$ cat config.mk
export PLATFORM = sky130hd
export DESIGN_NAME = stbs_ctrl
export DESIGN_NICKNAME = d
export VERILOG_FILES = /design/src/stbs_pkg.sv /design/src/stbs_ctrl.sv
export SDC_FILE = /design/constraint.sdc
export NUM_CORES = 1
export LEC_CHECK = 0
export ABC_AREA = 1
export BUFFER_PORTS_ARGS = -buffer_cell sky130_fd_sc_hd__buf_2
export CORE_AREA = 2 2 39 41
export DETAILED_ROUTE_END_ITERATION = 10
export DIE_AREA = 0 0 41 43
export SYNTH_ARGS = -nofsm -noshare
export SYNTH_HDL_FRONTEND = slang
export SYNTH_SLANG_ARGS = --single-unit
$ cat constraint.sdc
create_clock -name i_clk -period 1.4 [get_ports i_clk]
set_input_delay 0.14 -clock i_clk [delete_from_list [all_inputs] [get_ports i_clk]]
set_output_delay 0.14 -clock i_clk [all_outputs]
set_load 0.005 [all_outputs]
$ cat src/stbs_pkg.sv
// Package: shared types, constants and defaults for the sorted table search unit.
`default_nettype none
package stbs_pkg;

    localparam int DEF_TABLE_DEPTH = 1024;
    localparam int DEF_ENTRY_WIDTH = 32;
    localparam int CFG_W           = 11;
    localparam int IDX_W           = 10;
    localparam int KEY_W           = 32;

    localparam logic [CFG_W-1:0] ENTRIES_RESET = 11'd1;
    localparam logic             REQ_WRITE     = 1'b0;
    localparam logic             REQ_SEARCH    = 1'b1;

    typedef struct packed {
        logic                    req_type;
        logic [IDX_W-1:0]        entry_index;
        logic signed [KEY_W-1:0] value;
    } t_in_word;

    typedef struct packed {
        logic             found;
        logic [IDX_W-1:0] found_index;
    } t_out_word;

    typedef enum logic [1:0] {
        S_IDLE,
        S_ISSUE,
        S_PROBE,
        S_DONE
    } t_state;

    typedef struct packed {
        logic wr;
        logic start;
        logic issue;
        logic step;
        logic load_out;
    } t_dp_cmd;

    typedef struct packed {
        logic empty;
        logic finish;
    } t_dp_stat;

endpackage
`default_nettype wire

$ cat src/stbs_ctrl.sv
// Controller: search sequencing state machine and handshake control.
`default_nettype none
module stbs_ctrl
    import stbs_pkg::*;
(
    input  wire logic     i_clk,
    input  wire logic     i_rst_n,
    input  wire logic     i_in_valid,
    input  wire logic     i_req_type,
    output      logic     o_in_stall,
    output      logic     o_out_valid,
    input  wire logic     i_out_stall,
    input  wire t_dp_stat i_stat,
    output      t_dp_cmd  o_cmd
);

    t_state r_state;
    t_state n_state;
    logic   r_out_valid;
    logic   n_out_valid;
    logic   accept;

    always_ff @(posedge i_clk) begin
        if (!i_rst_n) begin
            r_state     <= S_IDLE;
            r_out_valid <= 1'b0;
        end else begin
            r_state     <= n_state;
            r_out_valid <= n_out_valid;
        end
    end

    always_comb begin
        n_state     = r_state;
        o_cmd       = '0;
        o_in_stall  = (r_state != S_IDLE);
        accept      = i_in_valid && (r_state == S_IDLE);
        n_out_valid = r_out_valid && i_out_stall;
        case (r_state)
            S_IDLE: begin
                if (accept) begin
                    if (i_req_type == REQ_WRITE) begin
                        o_cmd.wr = 1'b1;
                    end else begin
                        o_cmd.start = 1'b1;
                        n_state     = i_stat.empty ? S_DONE : S_ISSUE;
                    end
                end
            end
            S_ISSUE: begin
                o_cmd.issue = 1'b1;
                n_state     = S_PROBE;
            end
            S_PROBE: begin
                o_cmd.step = 1'b1;
                if (i_stat.finish) begin
                    n_state = S_DONE;
                end
            end
            S_DONE: begin
                if (!r_out_valid || !i_out_stall) begin
                    o_cmd.load_out = 1'b1;
                    n_out_valid    = 1'b1;
                    n_state        = S_IDLE;
                end
            end
            default: begin
                n_state = S_IDLE;
            end
        endcase
    end

    assign o_out_valid = r_out_valid;

endmodule
`default_nettype wire

== After elaboration in Yosys (flattened, before gate mapping) ==
Cells that the tools add are included.
Storage, ports and cells
  memories kept: 0
  bits in read-only memories: 0
  input port bits: 7
  bits in latches: 0
  register bits: 3
  RAM bits: 0
  logic and storage cells: 33
Cells by class
  div/mod/pow operators: 0
  reduce and logical (&&, ||, !) cells: 8
  multipliers: 0
  muxes and demuxes: 16
  shift operators: 0
  order comparisons: 0
  eq/ne operators: 7
  $add $sub $neg: 0
  bitwise logic cells: 0
Operator list (count)
  2-bit 2-to-1 mux: 7
  1-bit 2-to-1 mux: 8
  2-bit inequality test (second input constant): 4
  2-bit case mux with 4 select lines: 1
  2-bit equality test (second input constant): 2
  4-bit AND reduction: 1
  2-bit by 1-bit equality test with 1-bit output (second input constant): 1
  1-bit logical AND: 2
  1-bit logical NOT: 2
  2-bit logical NOT: 1
  2-bit nonzero test: 1
  1-bit logical OR: 1

== Logic depth before layout (Yosys ltp) ==
  depth in word-level cells: 4
  gate-level depth with buffers: 7
  mapped depth without buffers: 7

== Worst setup path before layout ==
No wires, ideal clock.
  path kind: register to register
  start point: reg r_state[0]
  end point: reg r_state[1]
  library setup time: 113 ps
  slack: 355 ps
  cell stages (with the launch flop): 7
  period minus slack after synthesis: 1045 ps
  arrival time: 932 ps
  required time: 1287 ps
  path buffers: 0
  path through: dfxtp_1 -> inv_1 -> ha_1 -> nand2_1 -> nand3_2 -> nor2_1 -> nor2_1
Between the ends
  longest elaborated chain between the ends: 4
  elaborated cells between the ends (all ways): 11
RTL lines
  from (decl): RTL line stbs_ctrl.sv:17  | t_state r_state;
  from (signal assigned): RTL line stbs_ctrl.sv:28  | r_state <= n_state;
  2-bit logical NOT: RTL line stbs_ctrl.sv:37, stbs_ctrl.sv:39
  1-bit logical AND: RTL line stbs_ctrl.sv:37  | accept = i_in_valid && (r_state == S_IDLE);
  2-bit inequality test (no source line)
  4-bit AND reduction (no source line)
Parallel ways exist; a longest one is shown, timed or not.
A chain may end at the register's enable or synchronous reset.

==> out/summary.txt <==
==========================================================================================
CP Data Required Time .......................................................      1.26 ns
Maximum number of pins on one net before global-route repair ................            5
Num CTS Buffers .............................................................            3
Number of slew-limit violations in the final report .........................            0
Cell variety after synth ....................................................           11
Share of synthesized cell area in full adder, half adder and majority cells .        0.253
Share of the synthesized area in the top cell type ..........................        0.253
Clock Latency Late Sink .....................................................      0.23 ns
Crit path kind ..............................................................      reg2out
Share of final-layout standard cells stronger than drive strength 1 .........        0.365
Number of sinks handled by clock tree synthesis .............................            3
Multiplexer area fraction after synthesis ...................................            0
Worst min-delay path category ...............................................       in2reg
Worst slew margin ...........................................................        0.901
Core Area ...................................................................    1380 um^2
Worst vdd ir ................................................................   0.000438 V
Final weighted congestion in routability-driven placement ...................        0.640
Mapped Avg Cell Area ........................................................    7.08 um^2
Post-route ant nets .........................................................            0
Final HPWL DP ...............................................................       412 um
Max-cap viol count ..........................................................            0
Combinational family with the most area after synthesis ..................... simple AND/OR/NAND/NOR gates
Setup repair after global routing missed its margin .........................        false
Kind of launch point of the worst setup path ................................         flop
Wire length of the first global-routing pass ................................       676 um
Maximum clock path buffer count .............................................            2
Total leakage power .........................................................     0.207 nW
Time the worst path needs with I/O delays and setup .........................      1.27 ns
Setup-failing EPs final .....................................................            0
Gr usage total ..............................................................       0.0652
CP max FO ...................................................................            4
Number of flops mapped to enable cells by yosys .............................            0
Number of resized instances in the post-cts repair step .....................            0
Drt drc .....................................................................            0
Final core utilization ......................................................        0.259
Final number of hold-violating endpoints ....................................            0
Die footprint ...............................................................    1760 um^2
CTS tree ....................................................................          yes
Net Count, Synth ............................................................           47
Overflow left after global routing ..........................................            0
Synth Cell Area .............................................................     248 um^2
Post-Synth Simple-Gate Area .................................................        0.323
Highest clock frequency the design can meet .................................      785 MHz
Most numerous cell in the Yosys netlist ..................................... sky130_fd_sc_hd__nand2_1
Synth area leaders .......................................................... sky130_fd_sc_hd__ha_1 (25%), sky130_fd_sc_hd__dfxtp_1 (24%), sky130_fd_sc_hd__nand2_1 (12%)
Clock H-tree levels .........................................................            1
Final worst-path cycle share ................................................        0.910
Post-synth top area cell .................................................... sky130_fd_sc_hd__ha_1
Slew @ Worst Pin ............................................................     0.148 ns
Outcome .....................................................................    completed
Power Dens Cells ............................................................ 1640 nW/um^2
Die Span X ..................................................................        41 um
Number of hold buffers added after cts ......................................            0
Inserted Diodes .............................................................            0
Violation count after the first detailed-route iteration ....................            7
Number of cells produced by synthesis .......................................           35
Share of synthesized flip-flops with an asynchronous set or reset ...........            0
Clock root buffer ........................................................... sky130_fd_sc_hd__clkbuf_4
Total I/O pin count .........................................................           14
Die height ..................................................................        43 um
Complex-gate fraction of the synthesized area ...............................       0.0909
Via count of the first global-routing pass ..................................          189
1st-pass router iterations ..................................................            4
Critical path capture point type ............................................   output pin
Clock skew ..................................................................   0.00119 ns
Most instantiated cells after synthesis ..................................... sky130_fd_sc_hd__nand2_1 (8), sky130_fd_sc_hd__inv_1 (6), sky130_fd_sc_hd__ha_1 (5), sky130_fd_sc_hd__nor2_1 (5), sky130_fd_sc_hd__dfxtp_1 (3)
Number of antenna violations at the first check in global routing ...........            0
Number of placement rows ....................................................           14
TNS Setup ...................................................................         0 ns
Xor-xnor portion of the synthesized cell area ...............................            0
Fill cell count .............................................................          154
Synthesized flop and latch total ............................................            3
Syn. warnings ...............................................................            0
Post-CTS Setup Inserts ......................................................            0
Final wirelength ............................................................       486 um
Prevailing post-synth register cell ......................................... sky130_fd_sc_hd__dfxtp_1
Area added between synthesis and finish .....................................        44.9%
Worst path arrival time .....................................................      1.13 ns
Number of nets in the finished design .......................................           65
Average via count per standard cell .........................................         3.72
Register clock-pin slew on the reported worst setup and hold paths ..........      0.04 ns
Initial core utilization ....................................................        0.179
Vias after detailed routing .................................................          253
Per-cell routed wire length .................................................      7.15 um
Port bufs ...................................................................           13
Sequential cell area fraction in the yosys report ...........................        0.242
==========================================================================================
worst max-delay path, stage by stage, from the launching register on:
cell and delay [ns]:
sky130_fd_sc_hd__dfxtp_1 0.32, sky130_fd_sc_hd__inv_1 0.11, sky130_fd_sc_hd__ha_1 0.21, sky130_fd_sc_hd__inv_1 0.06, sky130_fd_sc_hd__nor2_1 0.09, sky130_fd_sc_hd__buf_2 0.11
stage by stage:
step	instance area (um^2)	hold WS (ns)	std cells	power, mW	worst slack (ns)
finish	359	0.170	68	0.588	0.126
global route	359	0.178	68	0.660	0.0278
CTS	359	0.162	68	0.602	0.101
detailed placement	333	0.411	64	0.443	0.295
global placement	333	0.405	64	0.444	0.302
floorplan	248	0.260	35	0.348	0.355
power breakdown:
| part | total [mW] | internal [mW] | switching (mW) |
|---|---|---|---|
| sequential | 0.135 | 0.113 | 0.0214 |
| combinational | 0.304 | 0.136 | 0.168 |
| clock | 0.150 | 0.107 | 0.0430 |
layer usage:
layer,track usage,vias to the layer above,share of wire
met4,0.0800,0,0
met5,0,-,0
li1,-,144,-
met2,0.0719,7,0.44
met1,0.0673,102,0.50
met3,0.0471,0,0.053
sequential cells by signal (all words and copies together), names as in the netlist:
register / cells
r_state: 2
o_out_valid: 1
area by class of cell:
cell class              count  area (um^2)  share of cell area
multi-input cells          26          165               0.460
repair buffers             13         65.1               0.181
flip-flops and latches      3         60.1               0.167
clock buffers               4         26.3              0.0732
inverters                   6         22.5              0.0627
well taps                  16         20.0              0.0557
final timing paths:
check                                  from     endpoint  slack, ns  cells after the start
worst max-delay path             r_state[1]     o_cmd[3]       0.13                      5
worst min-delay path                i_rst_n   r_state[1]       0.17                      3
worst max register to register   r_state[0]   r_state[1]       0.30                      6
worst min register to register  o_out_valid  o_out_valid       0.52                      2
kinds of logic after synthesis:
| kind of cell | Yosys count |
|---|---|
| fa+ha+maj | 5 |
| simple gates | 17 |
| buf+inv | 6 |
| compound gates | 4 |
| flops | 3 |
cells in the final DEF, fill, tap and decap left out, drive strengths merged:
master | synthesis | final
clkbuf | 0 | 4
nand2 | 9 | 9
ha | 5 | 5
a21boi | 1 | 1
buf | 0 | 13
o21ai | 1 | 1
dfxtp | 3 | 3
nor2 | 5 | 5
nand3 | 3 | 3
inv | 6 | 6
a21oi | 2 | 2
No activity file was read; power rests on OpenSTA's default activity.
